File: config.mk
export PLATFORM = sky130hd
export DESIGN_NAME = first_match_replace_per_line
export DESIGN_NICKNAME = d
export VERILOG_FILES = /design/src/rtl/core/fmr_pkg.sv /design/src/rtl/core/fmr_front.sv /design/src/rtl/core/fmr_queue.sv /design/src/rtl/core/fmr_back.sv /design/src/rtl/core/first_match_replace_per_line.sv
export SDC_FILE = /design/constraint.sdc
export NUM_CORES = 1
export LEC_CHECK = 0
export BUFFER_PORTS_ARGS = -buffer_cell sky130_fd_sc_hd__buf_2
export CAP_MARGIN = 20
export CORE_MARGIN = 4
export CORE_UTILIZATION = 32
export CTS_BUF_LIST = sky130_fd_sc_hd__clkbuf_4 sky130_fd_sc_hd__clkbuf_8
export DETAILED_ROUTE_END_ITERATION = 12
export SETUP_SLACK_MARGIN = 0.15
export SLEW_MARGIN = 20
export SYNTH_ARGS = -nofsm -noshare
export SYNTH_HDL_FRONTEND = slang
export SYNTH_SLANG_ARGS = --single-unit
File: constraint.sdc
create_clock -name i_clk -period 10 [get_ports i_clk]
set_input_delay 2 -clock i_clk [delete_from_list [all_inputs] [get_ports i_clk]]
set_output_delay 2 -clock i_clk [all_outputs]
set_load 0.005 [all_outputs]
File: src/rtl/core/fmr_pkg.sv
`timescale 1ns / 1ps

package fmr_pkg;

    localparam int BYTE_W      = 8;
    localparam int CFG_DATA_W  = 64;
    localparam int LEN_W       = 4;
    localparam int CFG_INDEX_W = 2;

    localparam logic [BYTE_W-1:0] NEWLINE = 8'd10;

    localparam logic [CFG_INDEX_W-1:0] CFG_FIND_PATTERN    = 2'd0;
    localparam logic [CFG_INDEX_W-1:0] CFG_FIND_LENGTH     = 2'd1;
    localparam logic [CFG_INDEX_W-1:0] CFG_REPLACE_PATTERN = 2'd2;
    localparam logic [CFG_INDEX_W-1:0] CFG_REPLACE_LENGTH  = 2'd3;

    localparam int DEF_MAX_FIND_BYTES    = 8;
    localparam int DEF_MAX_REPLACE_BYTES = 8;
    localparam int QUEUE_DEPTH           = 4;

    typedef struct packed {
        logic [CFG_DATA_W-1:0] find_pattern;
        logic [LEN_W-1:0]      find_length;
        logic [CFG_DATA_W-1:0] replace_pattern;
        logic [LEN_W-1:0]      replace_length;
    } t_cfg;

    function automatic logic [LEN_W-1:0] clamp_len(
        input logic [LEN_W-1:0] value,
        input logic [LEN_W-1:0] lo,
        input logic [LEN_W-1:0] hi
    );
        logic [LEN_W-1:0] res;
        res = value;
        if (value < lo) begin
            res = lo;
        end else if (value > hi) begin
            res = hi;
        end
        return res;
    endfunction

endpackage

File: src/rtl/core/fmr_front.sv
`timescale 1ns / 1ps

module fmr_front #(
    parameter int MAX_FIND_BYTES    = fmr_pkg::DEF_MAX_FIND_BYTES,
    parameter int MAX_REPLACE_BYTES = fmr_pkg::DEF_MAX_REPLACE_BYTES,
    localparam int CW = $clog2(MAX_FIND_BYTES + 2),
    localparam int SW = (MAX_FIND_BYTES + 1) * fmr_pkg::BYTE_W,
    localparam int JW = 1 + CW + SW
) (
    input  logic                          i_clk,
    input  logic                          i_rst_n,
    input  fmr_pkg::t_cfg                 i_cfg,
    input  logic                          i_valid,
    input  logic [fmr_pkg::BYTE_W-1:0]    i_text_byte,
    input  logic                          i_end_of_input,
    output logic                          o_stall,
    input  logic                          i_q_full,
    output logic                          o_push,
    output logic [JW-1:0]                 o_job
);

    localparam int FW = $clog2(MAX_FIND_BYTES + 1);
    localparam int WW = MAX_FIND_BYTES * fmr_pkg::BYTE_W;

    typedef struct packed {
        logic          use_repl;
        logic [CW-1:0] cnt;
        logic [SW-1:0] seq;
    } t_job;

    logic [WW-1:0] r_win;
    logic [FW-1:0] r_fill;
    logic          r_replaced;

    logic [WW-1:0] n_win;
    logic [FW-1:0] n_fill;
    logic          n_replaced;

    logic [SW-1:0] s_vec;
    logic [SW-1:0] sp_vec;
    logic [SW-1:0] shifted;
    logic [CW-1:0] m_cnt;
    logic [CW-1:0] mp_cnt;
    logic [CW-1:0] l_cnt;
    logic [CW-1:0] p_cnt;
    logic [CW-1:0] seq_cnt;
    logic [fmr_pkg::LEN_W-1:0] repl_len;
    logic          e0;
    logic          boundary;
    logic          match;
    logic          hit;
    logic          flush;
    logic          accept;
    t_job          job;

    assign accept  = i_valid && !i_q_full;
    assign o_stall = i_q_full;

    always_comb begin
        for (int i = 0; i < MAX_FIND_BYTES; i++) begin
            s_vec[i*8 +: 8] = (FW'(i) < r_fill) ? r_win[i*8 +: 8] : i_text_byte;
        end
        s_vec[MAX_FIND_BYTES*8 +: 8] = i_text_byte;
    end

    always_comb begin
        boundary = (i_text_byte == fmr_pkg::NEWLINE) || i_end_of_input;
        e0       = (r_fill == FW'(MAX_FIND_BYTES));
        m_cnt    = CW'(r_fill) + CW'(1);
        mp_cnt   = m_cnt - CW'(e0);
        l_cnt    = CW'(fmr_pkg::clamp_len(i_cfg.find_length, 4'd1, 4'(MAX_FIND_BYTES)));
        repl_len = fmr_pkg::clamp_len(i_cfg.replace_length, 4'd0, 4'(MAX_REPLACE_BYTES));
        sp_vec   = e0 ? (s_vec >> 8) : s_vec;
        match    = 1'b1;
        for (int i = 0; i < MAX_FIND_BYTES; i++) begin
            if (CW'(i) < l_cnt && sp_vec[i*8 +: 8] != i_cfg.find_pattern[i*8 +: 8]) begin
                match = 1'b0;
            end
        end
    end

    always_comb begin
        hit   = 1'b0;
        flush = 1'b0;
        p_cnt = CW'(e0);
        if (r_replaced) begin
            flush = 1'b1;
        end else begin
            if (mp_cnt > l_cnt) begin
                p_cnt = m_cnt - l_cnt;
            end else if (mp_cnt == l_cnt && match) begin
                hit = 1'b1;
            end else if (mp_cnt == l_cnt) begin
                p_cnt = CW'(e0) + CW'(!boundary);
            end
            flush = boundary && !hit;
        end
        seq_cnt    = flush ? m_cnt : p_cnt;
        n_replaced = (r_replaced || hit) && !boundary;
        shifted    = s_vec >> {p_cnt, 3'b000};
        n_win      = shifted[WW-1:0];
        n_fill     = (flush || hit) ? '0 : FW'(m_cnt - p_cnt);
    end

    always_comb begin
        job.use_repl = hit;
        job.cnt      = seq_cnt;
        job.seq      = s_vec;
        o_job        = job;
        o_push       = accept && (seq_cnt != '0 || (hit && repl_len != '0));
    end

    always_ff @(posedge i_clk) begin
        if (!i_rst_n) begin
            r_fill     <= '0;
            r_replaced <= 1'b0;
        end else if (accept) begin
            r_fill     <= n_fill;
            r_replaced <= n_replaced;
        end
    end

    always_ff @(posedge i_clk) begin
        if (accept) begin
            r_win <= n_win;
        end
    end

endmodule

File: src/rtl/core/fmr_queue.sv
`timescale 1ns / 1ps

module fmr_queue #(
    parameter int WIDTH = 8,
    parameter int DEPTH = fmr_pkg::QUEUE_DEPTH
) (
    input  logic             i_clk,
    input  logic             i_rst_n,
    input  logic             i_push,
    input  logic [WIDTH-1:0] i_push_data,
    output logic             o_full,
    input  logic             i_pop,
    output logic             o_rd_valid,
    output logic [WIDTH-1:0] o_rd_data
);

    localparam int PW = (DEPTH > 1) ? $clog2(DEPTH) : 1;
    localparam int NW = $clog2(DEPTH + 1);

    logic [WIDTH-1:0] r_mem [DEPTH];
    logic [PW-1:0]    r_wr;
    logic [PW-1:0]    r_rd;
    logic [NW-1:0]    r_count;

    logic             do_push;
    logic             do_pop;

    assign o_full     = (r_count == NW'(DEPTH));
    assign o_rd_valid = (r_count != '0);
    assign o_rd_data  = r_mem[r_rd];
    assign do_push    = i_push && !o_full;
    assign do_pop     = i_pop && o_rd_valid;

    always_ff @(posedge i_clk) begin
        if (!i_rst_n) begin
            r_wr    <= '0;
            r_rd    <= '0;
            r_count <= '0;
        end else begin
            if (do_push) begin
                r_wr <= (r_wr == PW'(DEPTH - 1)) ? '0 : r_wr + PW'(1);
            end
            if (do_pop) begin
                r_rd <= (r_rd == PW'(DEPTH - 1)) ? '0 : r_rd + PW'(1);
            end
            case ({do_push, do_pop})
                2'b10:   r_count <= r_count + NW'(1);
                2'b01:   r_count <= r_count - NW'(1);
                default: r_count <= r_count;
            endcase
        end
    end

    always_ff @(posedge i_clk) begin
        if (do_push) begin
            r_mem[r_wr] <= i_push_data;
        end
    end

endmodule

File: src/rtl/core/fmr_back.sv
`timescale 1ns / 1ps

module fmr_back #(
    parameter int MAX_FIND_BYTES    = fmr_pkg::DEF_MAX_FIND_BYTES,
    parameter int MAX_REPLACE_BYTES = fmr_pkg::DEF_MAX_REPLACE_BYTES,
    localparam int CW = $clog2(MAX_FIND_BYTES + 2),
    localparam int SW = (MAX_FIND_BYTES + 1) * fmr_pkg::BYTE_W,
    localparam int JW = 1 + CW + SW
) (
    input  logic                       i_clk,
    input  logic                       i_rst_n,
    input  fmr_pkg::t_cfg              i_cfg,
    input  logic                       i_q_valid,
    input  logic [JW-1:0]              i_q_data,
    output logic                       o_q_pop,
    output logic                       o_valid,
    input  logic                       i_stall,
    output logic [fmr_pkg::BYTE_W-1:0] o_out_byte,
    output logic                       o_last_of_run
);

    localparam int IW = $clog2(MAX_FIND_BYTES + MAX_REPLACE_BYTES + 2);

    typedef struct packed {
        logic          use_repl;
        logic [CW-1:0] cnt;
        logic [SW-1:0] seq;
    } t_job;

    t_job          r_job;
    logic          r_act;
    logic [IW-1:0] r_idx;
    logic          r_ov;
    logic [fmr_pkg::BYTE_W-1:0] r_ob;
    logic          r_ol;

    logic [fmr_pkg::LEN_W-1:0] repl_len;
    logic [IW-1:0] total;
    logic [IW-1:0] rk;
    logic [SW-1:0] seq_sh;
    logic [fmr_pkg::CFG_DATA_W-1:0] repl_sh;
    logic [fmr_pkg::BYTE_W-1:0] cur_byte;
    logic          is_last;
    logic          advance;
    logic          pop;

    always_comb begin
        repl_len = fmr_pkg::clamp_len(i_cfg.replace_length, 4'd0, 4'(MAX_REPLACE_BYTES));
        total    = IW'(r_job.cnt) + (r_job.use_repl ? IW'(repl_len) : '0);
        rk       = r_idx - IW'(r_job.cnt);
        seq_sh   = r_job.seq >> {r_idx, 3'b000};
        repl_sh  = i_cfg.replace_pattern >> {rk, 3'b000};
        cur_byte = (r_idx < IW'(r_job.cnt)) ? seq_sh[7:0] : repl_sh[7:0];
        is_last  = (r_idx == total - IW'(1));
        advance  = r_act && (!r_ov || !i_stall);
        pop      = i_q_valid && (!r_act || (advance && is_last));
    end

    assign o_q_pop       = pop;
    assign o_valid       = r_ov;
    assign o_out_byte    = r_ob;
    assign o_last_of_run = r_ol;

    always_ff @(posedge i_clk) begin
        if (!i_rst_n) begin
            r_act <= 1'b0;
            r_idx <= '0;
            r_ov  <= 1'b0;
        end else begin
            if (pop) begin
                r_act <= 1'b1;
                r_idx <= '0;
            end else if (advance && is_last) begin
                r_act <= 1'b0;
            end else if (advance) begin
                r_idx <= r_idx + IW'(1);
            end
            if (advance) begin
                r_ov <= 1'b1;
            end else if (!i_stall) begin
                r_ov <= 1'b0;
            end
        end
    end

    always_ff @(posedge i_clk) begin
        if (pop) begin
            r_job <= i_q_data;
        end
        if (advance) begin
            r_ob <= cur_byte;
            r_ol <= is_last;
        end
    end

endmodule

File: src/rtl/core/first_match_replace_per_line.sv
`timescale 1ns / 1ps
// stream find-and-replace, leftmost match of each newline-terminated line
// input channel: i_valid / o_stall carry one text byte per beat, with
//   i_end_of_input set on the final byte of the stream
// output channel: o_valid / i_stall carry one edited byte per beat;
//   o_last_of_run marks the final byte caused by one input beat
// config: i_cfg_we writes register i_cfg_index (find pattern, find length,
//   replace pattern, replace length) from i_cfg_data; write only while idle
// path: the first byte caused by an input beat passes through the job queue,
//   the job register of the output sequencer and then its output byte register
// throughput: the output side sends one byte per cycle while jobs are waiting
//   and i_stall is low; an input beat that causes no bytes pushes no job, and
//   held bytes take no output slot until the window releases them
// a four-entry job queue sits between the window logic and the output
//   sequencer; o_stall rises only when that queue is full
// stall: a stalled output byte holds, jobs back up in the queue, then the
//   input is stalled
// reset: window empty, line not replaced, find length 1, other registers 0

module first_match_replace_per_line #(
    parameter int MAX_FIND_BYTES    = fmr_pkg::DEF_MAX_FIND_BYTES,
    parameter int MAX_REPLACE_BYTES = fmr_pkg::DEF_MAX_REPLACE_BYTES
) (
    input  logic                            i_clk,
    input  logic                            i_rst_n,
    input  logic                            i_cfg_we,
    input  logic [fmr_pkg::CFG_INDEX_W-1:0] i_cfg_index,
    input  logic [fmr_pkg::CFG_DATA_W-1:0]  i_cfg_data,
    input  logic                            i_valid,
    output logic                            o_stall,
    input  logic [fmr_pkg::BYTE_W-1:0]      i_text_byte,
    input  logic                            i_end_of_input,
    output logic                            o_valid,
    input  logic                            i_stall,
    output logic [fmr_pkg::BYTE_W-1:0]      o_out_byte,
    output logic                            o_last_of_run
);

    localparam int CW = $clog2(MAX_FIND_BYTES + 2);
    localparam int SW = (MAX_FIND_BYTES + 1) * fmr_pkg::BYTE_W;
    localparam int JW = 1 + CW + SW;

    fmr_pkg::t_cfg r_cfg;

    logic          q_full;
    logic          q_push;
    logic [JW-1:0] q_wdata;
    logic          q_pop;
    logic          q_valid;
    logic [JW-1:0] q_rdata;

    always_ff @(posedge i_clk) begin
        if (!i_rst_n) begin
            r_cfg.find_pattern    <= '0;
            r_cfg.find_length     <= 4'd1;
            r_cfg.replace_pattern <= '0;
            r_cfg.replace_length  <= '0;
        end else if (i_cfg_we) begin
            unique case (i_cfg_index)
                fmr_pkg::CFG_FIND_PATTERN:    r_cfg.find_pattern <= i_cfg_data;
                fmr_pkg::CFG_FIND_LENGTH:
                    r_cfg.find_length <= i_cfg_data[fmr_pkg::LEN_W-1:0];
                fmr_pkg::CFG_REPLACE_PATTERN: r_cfg.replace_pattern <= i_cfg_data;
                fmr_pkg::CFG_REPLACE_LENGTH:
                    r_cfg.replace_length <= i_cfg_data[fmr_pkg::LEN_W-1:0];
                default: r_cfg <= r_cfg;
            endcase
        end
    end

    fmr_front #(
        .MAX_FIND_BYTES    (MAX_FIND_BYTES),
        .MAX_REPLACE_BYTES (MAX_REPLACE_BYTES)
    ) u_front (
        .i_clk          (i_clk),
        .i_rst_n        (i_rst_n),
        .i_cfg          (r_cfg),
        .i_valid        (i_valid),
        .i_text_byte    (i_text_byte),
        .i_end_of_input (i_end_of_input),
        .o_stall        (o_stall),
        .i_q_full       (q_full),
        .o_push         (q_push),
        .o_job          (q_wdata)
    );

    fmr_queue #(
        .WIDTH (JW),
        .DEPTH (fmr_pkg::QUEUE_DEPTH)
    ) u_queue (
        .i_clk       (i_clk),
        .i_rst_n     (i_rst_n),
        .i_push      (q_push),
        .i_push_data (q_wdata),
        .o_full      (q_full),
        .i_pop       (q_pop),
        .o_rd_valid  (q_valid),
        .o_rd_data   (q_rdata)
    );

    fmr_back #(
        .MAX_FIND_BYTES    (MAX_FIND_BYTES),
        .MAX_REPLACE_BYTES (MAX_REPLACE_BYTES)
    ) u_back (
        .i_clk         (i_clk),
        .i_rst_n       (i_rst_n),
        .i_cfg         (r_cfg),
        .i_q_valid     (q_valid),
        .i_q_data      (q_rdata),
        .o_q_pop       (q_pop),
        .o_valid       (o_valid),
        .i_stall       (i_stall),
        .o_out_byte    (o_out_byte),
        .o_last_of_run (o_last_of_run)
    );

endmodule

==> flow_summary.toml, run 1 <==
[synth]
ys_seq_elements = 613
avgSynthCellArea_um2 = 12.3
synth_area_leaders = "edfxtp_1, dfxtp_1, mux4_2"
synth_top_family_by_area = "multiplexers"
synth_edf_count = 458
synth_seq_area_share = 0.571
post_synth_xor_area_fraction = 0.0148
syn_area_um2 = 29500
synthAdderAreaFrac = 0.0165
synthArstFlopShare = 0
synth_nets = 2523
muxShareOfSynthArea = 0.127
synth_cells = 2407
yosys.area.top_type = "edfxtp_1"
synthSimpleGateAreaFrac = 0.106
synth_top_area_frac = 0.466
yosys_warnings = 0
synth_compound_area_frac = 0.125
synth-main-ff-cell = "edfxtp_1"
synth_cell_types = 80

[setup_path]
path_class = "reg2reg"
arrival_ns = 7.80
cpMostUsedCell = "inv_1"
cp-end-kind = "flip-flop"
critPathSlowestCell = "nor2b_1"
cp_data_required_time_ns = 10.38
crit_chain = "inv_1 > ha_1 > nor2b_1 > o21ai_0 > o2111ai_1 > nand4_1 > o41ai_1 > o221ai_1 > a211o_2 > a21oi_1 > a311o_2 > mux2i_1 > a31oi_2 > inv_1 > nor2_4 > buf_4"
crit_family = "compound AO/OA/AOI/OAI gates"
worstSetupStartpointType = "flip-flop"
max_stage_delay_ns = 0.92
r2r_setup_slack_ns = 2.58
crit_buf_inv = 3
worstPathMaxFanout = 38

[timing]
worst_slew_pin_slew_ns = 1.18
finalSetupTns_ns = 0
rsz0062_at_grt = "no"
worst_hold_slack_ns = 0.461
timing.final.ws_setup_ns = 2.58
drv_slew = 0
fin_crit_sh = 0.742
hold_violations = 0
max_slew_margin = 0.207
setup-violations-final = 0
maxClockFrequency_mhz = 135
fin_crit_ns = 7.42
clock_skew_ns = 0.0569

[cts]
cts-htree-levels = 3
clk_pin_slew_ns = 0.06
cts_sinks = 613
clock_latency_ns = 0.73
cts_setup_buffers = 0
cts_buffers = 100
cts_tree = "built"
post_cts_resized = 0
clk_path_buf_depth = 3
postCtsHoldBufs = 0
root_buffer = "clkbuf_8"

[detailed_routing]
drt_iter0_drc = 2334
ant_nets = 0
dr_wl_met2_um = 40600
drtPass1Iterations = 10
drc_errors = 0
num_vias = 20300
dr_wl_met3_um = 6370
viasPerCell = 5.44
wl_met1_um = 36800
dr.max_layer_used = "met5"
wire_per_inst_um = 23.3
drt_wl_total_um = 87200

[floorplanning]
fp-row-count = 111
chipHeight_um = 312
initial_utilization = 0.322
io-pin-count = 91
fp.dieArea_um2 = 97200
core-area_um2 = 91700
die_w_um = 312

[power_and_ir_drop]
clockPowerShare = 0.200
pwr-share-comb = 0.419
sw_frac_of_total = 0.393
vdd_ir_drop_max_mv = 0.223
p_int_mw = 6.92
p_seq_frac = 0.381
p_sw_mw = 4.48
p_leak_nw = 11.5
power_density_nw_per_um2 = 343

[place]
place.gp.congestion = 0.959
dp_hpwl_um = 60100
portBuffers = 90
place_inst = 3553
pre_cts_slack_ns = 2.17

[flow_run]
max_cap_viol_count = 0

[run_status]
status = "finished clean"

[finish]
final_cells = 3734
drive_above_1_share = 0.182
area_delta_synth_final_pct = 12.4
fin_nets = 2585
utilization = 0.362

[global_route]
grt_max_degree = 98
first_global_vias = 19900
grt_antenna_before_repair = 11
gr-total-overflow = 0
grt_pass1_wl_um = 130000
grtUsageTotal = 0.175

[min_path]
min_path_type = "reg2reg"
==> routing by layer <==
layer  up-vias  GRT usage
li1       9163          -
met1     10100      0.236
met2       803      0.279
met3       209     0.0356
met4        12     0.0665
met5         -          0
==> through the flow <==
stage	instance area [µm²]	total power, mW
after floorplan	29500	7.59
after global placement	31100	9.09
after detailed placement	31100	9.11
after CTS	33200	11.4
after global routing	33200	12.0
final	33200	11.4
==> cell usage after synthesis, drive strengths merged (24+ instances only) <==
| library cell | count |
|---|---|
| a21boi | 134 |
| a21oi | 69 |
| a22oi | 24 |
| buf | 60 |
| clkbuf | 110 |
| dfxtp | 155 |
| edfxtp | 458 |
| ha | 31 |
| inv | 115 |
| mux2 | 25 |
| mux2i | 102 |
| mux4 | 109 |
| nand2 | 331 |
| nand2b | 39 |
| nand3 | 28 |
| nor2 | 98 |
| nor2b | 25 |
| nor3 | 27 |
| o21ai | 85 |
| o22ai | 24 |
| xnor2 | 30 |
==> layout make-up <==
type	instances	area [µm²]
repair buffers	130	778
clock inverters	44	434
inverters	115	432
clock buffers	132	1630
multi-input cells	1509	11600
flip-flops and latches	613	16900
diodes	5	12.5
fillers	8946	58500
well taps	1186	1480
==> final timing paths <==
check,from,to,depth (start not counted)
max,u_front.r_fill[0],u_queue.r_mem[3][52],16
min,r_cfg[38],r_cfg[38],2
max reg2reg,u_front.r_fill[0],u_queue.r_mem[3][52],16
min reg2reg,r_cfg[38],r_cfg[38],2
==> cells in the final DEF (no fill, tap or decap), drive strengths merged, types with 39 or more instances in the layout <==
| master | Yosys | layout |
|---|---|---|
| a21boi | 134 | 134 |
| a21oi | 69 | 69 |
| buf | 60 | 130 |
| clkbuf | 110 | 132 |
| dfxtp | 155 | 155 |
| edfxtp | 458 | 458 |
| inv | 115 | 122 |
| mux2i | 102 | 102 |
| mux4 | 109 | 109 |
| nand2 | 331 | 331 |
| nand2b | 39 | 39 |
| nor2 | 98 | 98 |
| o21ai | 85 | 85 |
==> sequential cells by signal, indices dropped and copies added (netlist names), 2 cells and up <==
name               cells
u_queue.r_mem        308
r_cfg                136
u_back.r_job          77
u_front.r_win         64
u_back.o_out_byte      8
u_back.r_idx           5
u_front.r_fill         4
u_queue.r_count        3
u_queue.r_rd           2
u_queue.r_wr           2
==> cell families (layout without fill, tap and decap cells) <==
kind of cell | count (synthesis) | after routing
flops | 613 | 613
buf+inv | 285 | 421
simple gates | 667 | 667
xor+xnor | 50 | 50
compound gates | 520 | 520
other cells | 0 | 5
mux | 236 | 236
fa+ha+maj | 36 | 36
==> power groups by stage <==
stage	clock network (mW)	registers [mW]	logic [mW]
floorplan	0	4.09	3.51
global placement	0	4.37	4.72
detailed placement	0	4.37	4.74
CTS	2.34	4.33	4.76
global route	2.46	4.38	5.17
finish	2.28	4.34	4.78
==> worst register-to-register path, delay by kind of cell (launching register included) <==
kind | cells | cell delay, ns
AOI/OAI and AO/OA | 8 | 3.19
adders and majority gates | 1 | 0.70
buffers and inverters | 3 | 0.72
DFF | 1 | 0.39
muxes | 1 | 0.27
and+or+nand+nor | 3 | 1.81
(Power assumes the default switching activity.)
==> inputs of run 2 (changes only) <==
- clock period: 10 -> 7.5 ns (I/O delays scaled with it)
==> run 2 against run 1 <==
Compared with the run above: register-to-register slack got worse by 1.5 ns; largest power group unchanged; critical path depth increased by 4; count of clock-buffer cells in the layout increased by 7; via count increased by 0.97%; sequential power increased by 33%; die area unchanged; non-clock buffer count increased by 23; total power increased by 33%; core utilization increased by 0.18 points; combinational power increased by 36%; design area increased by 0.49%; largest cell class unchanged.
==> flow_summary.toml, run 2 (synthesized netlist as in run 1, its figures left out) <==
[power_and_ir_drop]
p_int_mw = 9.20
p_sw_mw = 5.95
pwr-share-comb = 0.428
vdd_ir_drop_max_mv = 0.280
p_leak_nw = 11.6
power_density_nw_per_um2 = 454
sw_frac_of_total = 0.393
p_seq_frac = 0.380
clockPowerShare = 0.192

[global_route]
grt_antenna_before_repair = 4
first_global_vias = 20300
grtUsageTotal = 0.176
grt_pass1_wl_um = 131000
gr-total-overflow = 0
grt_max_degree = 99

[cts]
clk_pin_slew_ns = 0.06
postCtsHoldBufs = 0
cts-htree-levels = 3
cts_sinks = 613
clock_latency_ns = 0.72
post_cts_resized = 0
clk_path_buf_depth = 3
root_buffer = "clkbuf_8"
cts_tree = "built"
cts_buffers = 97
cts_setup_buffers = 0

[floorplanning]
initial_utilization = 0.322
fp.dieArea_um2 = 97200
die_w_um = 312
core-area_um2 = 91700
io-pin-count = 91
fp-row-count = 111
chipHeight_um = 312

[detailed_routing]
drt_iter0_drc = 2299
viasPerCell = 5.46
wire_per_inst_um = 23.3
drtPass1Iterations = 8
drt_wl_total_um = 87600
drc_errors = 0
num_vias = 20500
ant_nets = 0

[timing]
maxClockFrequency_mhz = 156
finalSetupTns_ns = 0
fin_crit_sh = 0.853
rsz0062_at_grt = "no"
fin_crit_ns = 6.39
hold_violations = 0
max_slew_margin = 0.249
worst_hold_slack_ns = 0.464
drv_slew = 0
clock_skew_ns = 0.0521
setup-violations-final = 0
worst_slew_pin_slew_ns = 1.12

[setup_path]
arrival_ns = 7.01
max_stage_delay_ns = 0.87
cp_data_required_time_ns = 8.11
cpMostUsedCell = "inv_1"
regToRegStartpoint = "u_front.r_fill[0]"
crit_chain = "inv_1 > ha_1 > nor2b_1 > o21ai_0 > o2111ai_1 > nand4_1 > o41ai_1 > o221ai_1 > a211o_2 > nor3_1 > nand3b_1 > o21ai_0 > a31oi_2 > inv_1 > ha_1 > inv_1 > fa_1 > xor2_1 > or3_1 > a21boi_0"
crit_family = "compound AO/OA/AOI/OAI gates"
r2r_cells = 20
crit_buf_inv = 3
cp-end-kind = "flip-flop"
r2r_end = "u_queue.r_count[2]"
r2r_setup_slack_ns = 1.11
worstPathMaxFanout = 17
critPathSlowestCell = "nor2b_1"
path_class = "reg2reg"
worstSetupStartpointType = "flip-flop"

[min_path]
min_path_type = "reg2reg"
min-delay-start = "r_cfg[21]"
min_to = "r_cfg[21]"
hold_depth = 2

[finish]
final_cells = 3755
area_delta_synth_final_pct = 13.0
drive_above_1_share = 0.189
top_regs = "u_queue.r_mem (308), r_cfg (136), u_back.r_job (77)"
final_common_cell = "edfxtp_1"
largest_reg_flops = 308
layout_common_cells = "edfxtp_1, nand2_1, dfxtp_1"
fillers = 8911
largest_register = "u_queue.r_mem"
fin_nets = 2605

[flow_run]
max_cap_viol_count = 0

[run_status]
status = "finished clean"

[place]
place_inst = 3576
place.gp.congestion = 0.987
dp_hpwl_um = 61600
portBuffers = 90
==> run 2: cell count changes in the layout (fill, tap and decap cells not counted), moves of 2 or more <==
cell and delta:
buf_4 +16, buf_12 +7, clkbuf_4 +6, bufinv_16 -4, diode_2 -4, clkinv_1 +2
inv_6 -2
==> run 2: worst max path at each step <==
stage | slack (ns) | start | endpoint | depth (start not counted)
2_1_floorplan | 0.64 | i_text_byte[3] | u_queue.r_mem[3][0] | 13
3_3_place_gp | 1.05 | i_text_byte[7] | u_queue.r_count[2] | 18
3_5_place_dp | 0.98 | i_text_byte[7] | u_queue.r_count[2] | 19
4_1_cts | 1.16 | u_front.r_fill[0] | u_queue.r_count[2] | 20
5_1_grt | 0.59 | u_front.r_fill[0] | u_queue.r_count[2] | 20
6_report | 1.11 | u_front.r_fill[0] | u_queue.r_count[2] | 20
==> run 2: through the flow <==
step                setup slack (ns)  total power, mW  instance area, µm²   util
finish                          1.11             15.2               33400  0.364
global route                   0.586             15.9               33400  0.364
CTS                             1.16             15.2               33400  0.364
detailed placement             0.975             12.2               31400  0.342
global placement                1.05             12.2               31400  0.342
floorplan                      0.642             10.1               29500      -
==> run 2: layout make-up <==
class	count	area (µm²)	area share
clock inverter	39	295	0.00885
sequential	613	16900	0.506
tap	1186	1480	0.0445
antenna	1	2.50	0.0000750
clock buffer	139	1690	0.0506
timing repair buffer	153	1040	0.0311
inverter	115	432	0.0129
multi-input combinational	1509	11600	0.346
==> run 2: power by group through the flow <==
| stage | Clock, mW | Combinational [mW] | Sequential [mW] |
|---|---|---|---|
| 2_1_floorplan | 0 | 4.68 | 5.45 |
| 3_3_place_gp | 0 | 6.40 | 5.79 |
| 3_5_place_dp | 0 | 6.42 | 5.80 |
| 4_1_cts | 2.98 | 6.44 | 5.74 |
| 5_1_grt | 3.14 | 6.96 | 5.81 |
| 6_report | 2.91 | 6.48 | 5.76 |
==> run 2: worst min-delay path, cell delays in order, from the launching register on <==
cell,delay (ns)
dfxtp_1,0.31
nand2_1,0.05
a21boi_0,0.06
==> run 2: routing by layer <==
layer  routed length, µm  vias to the layer above  track usage
met4                3750                        4       0.0742
li1                    -                     9198            -
met1               36700                    10300        0.231
met3                6230                      223       0.0361
met2               40900                      781        0.285
met5                  23                        -            0
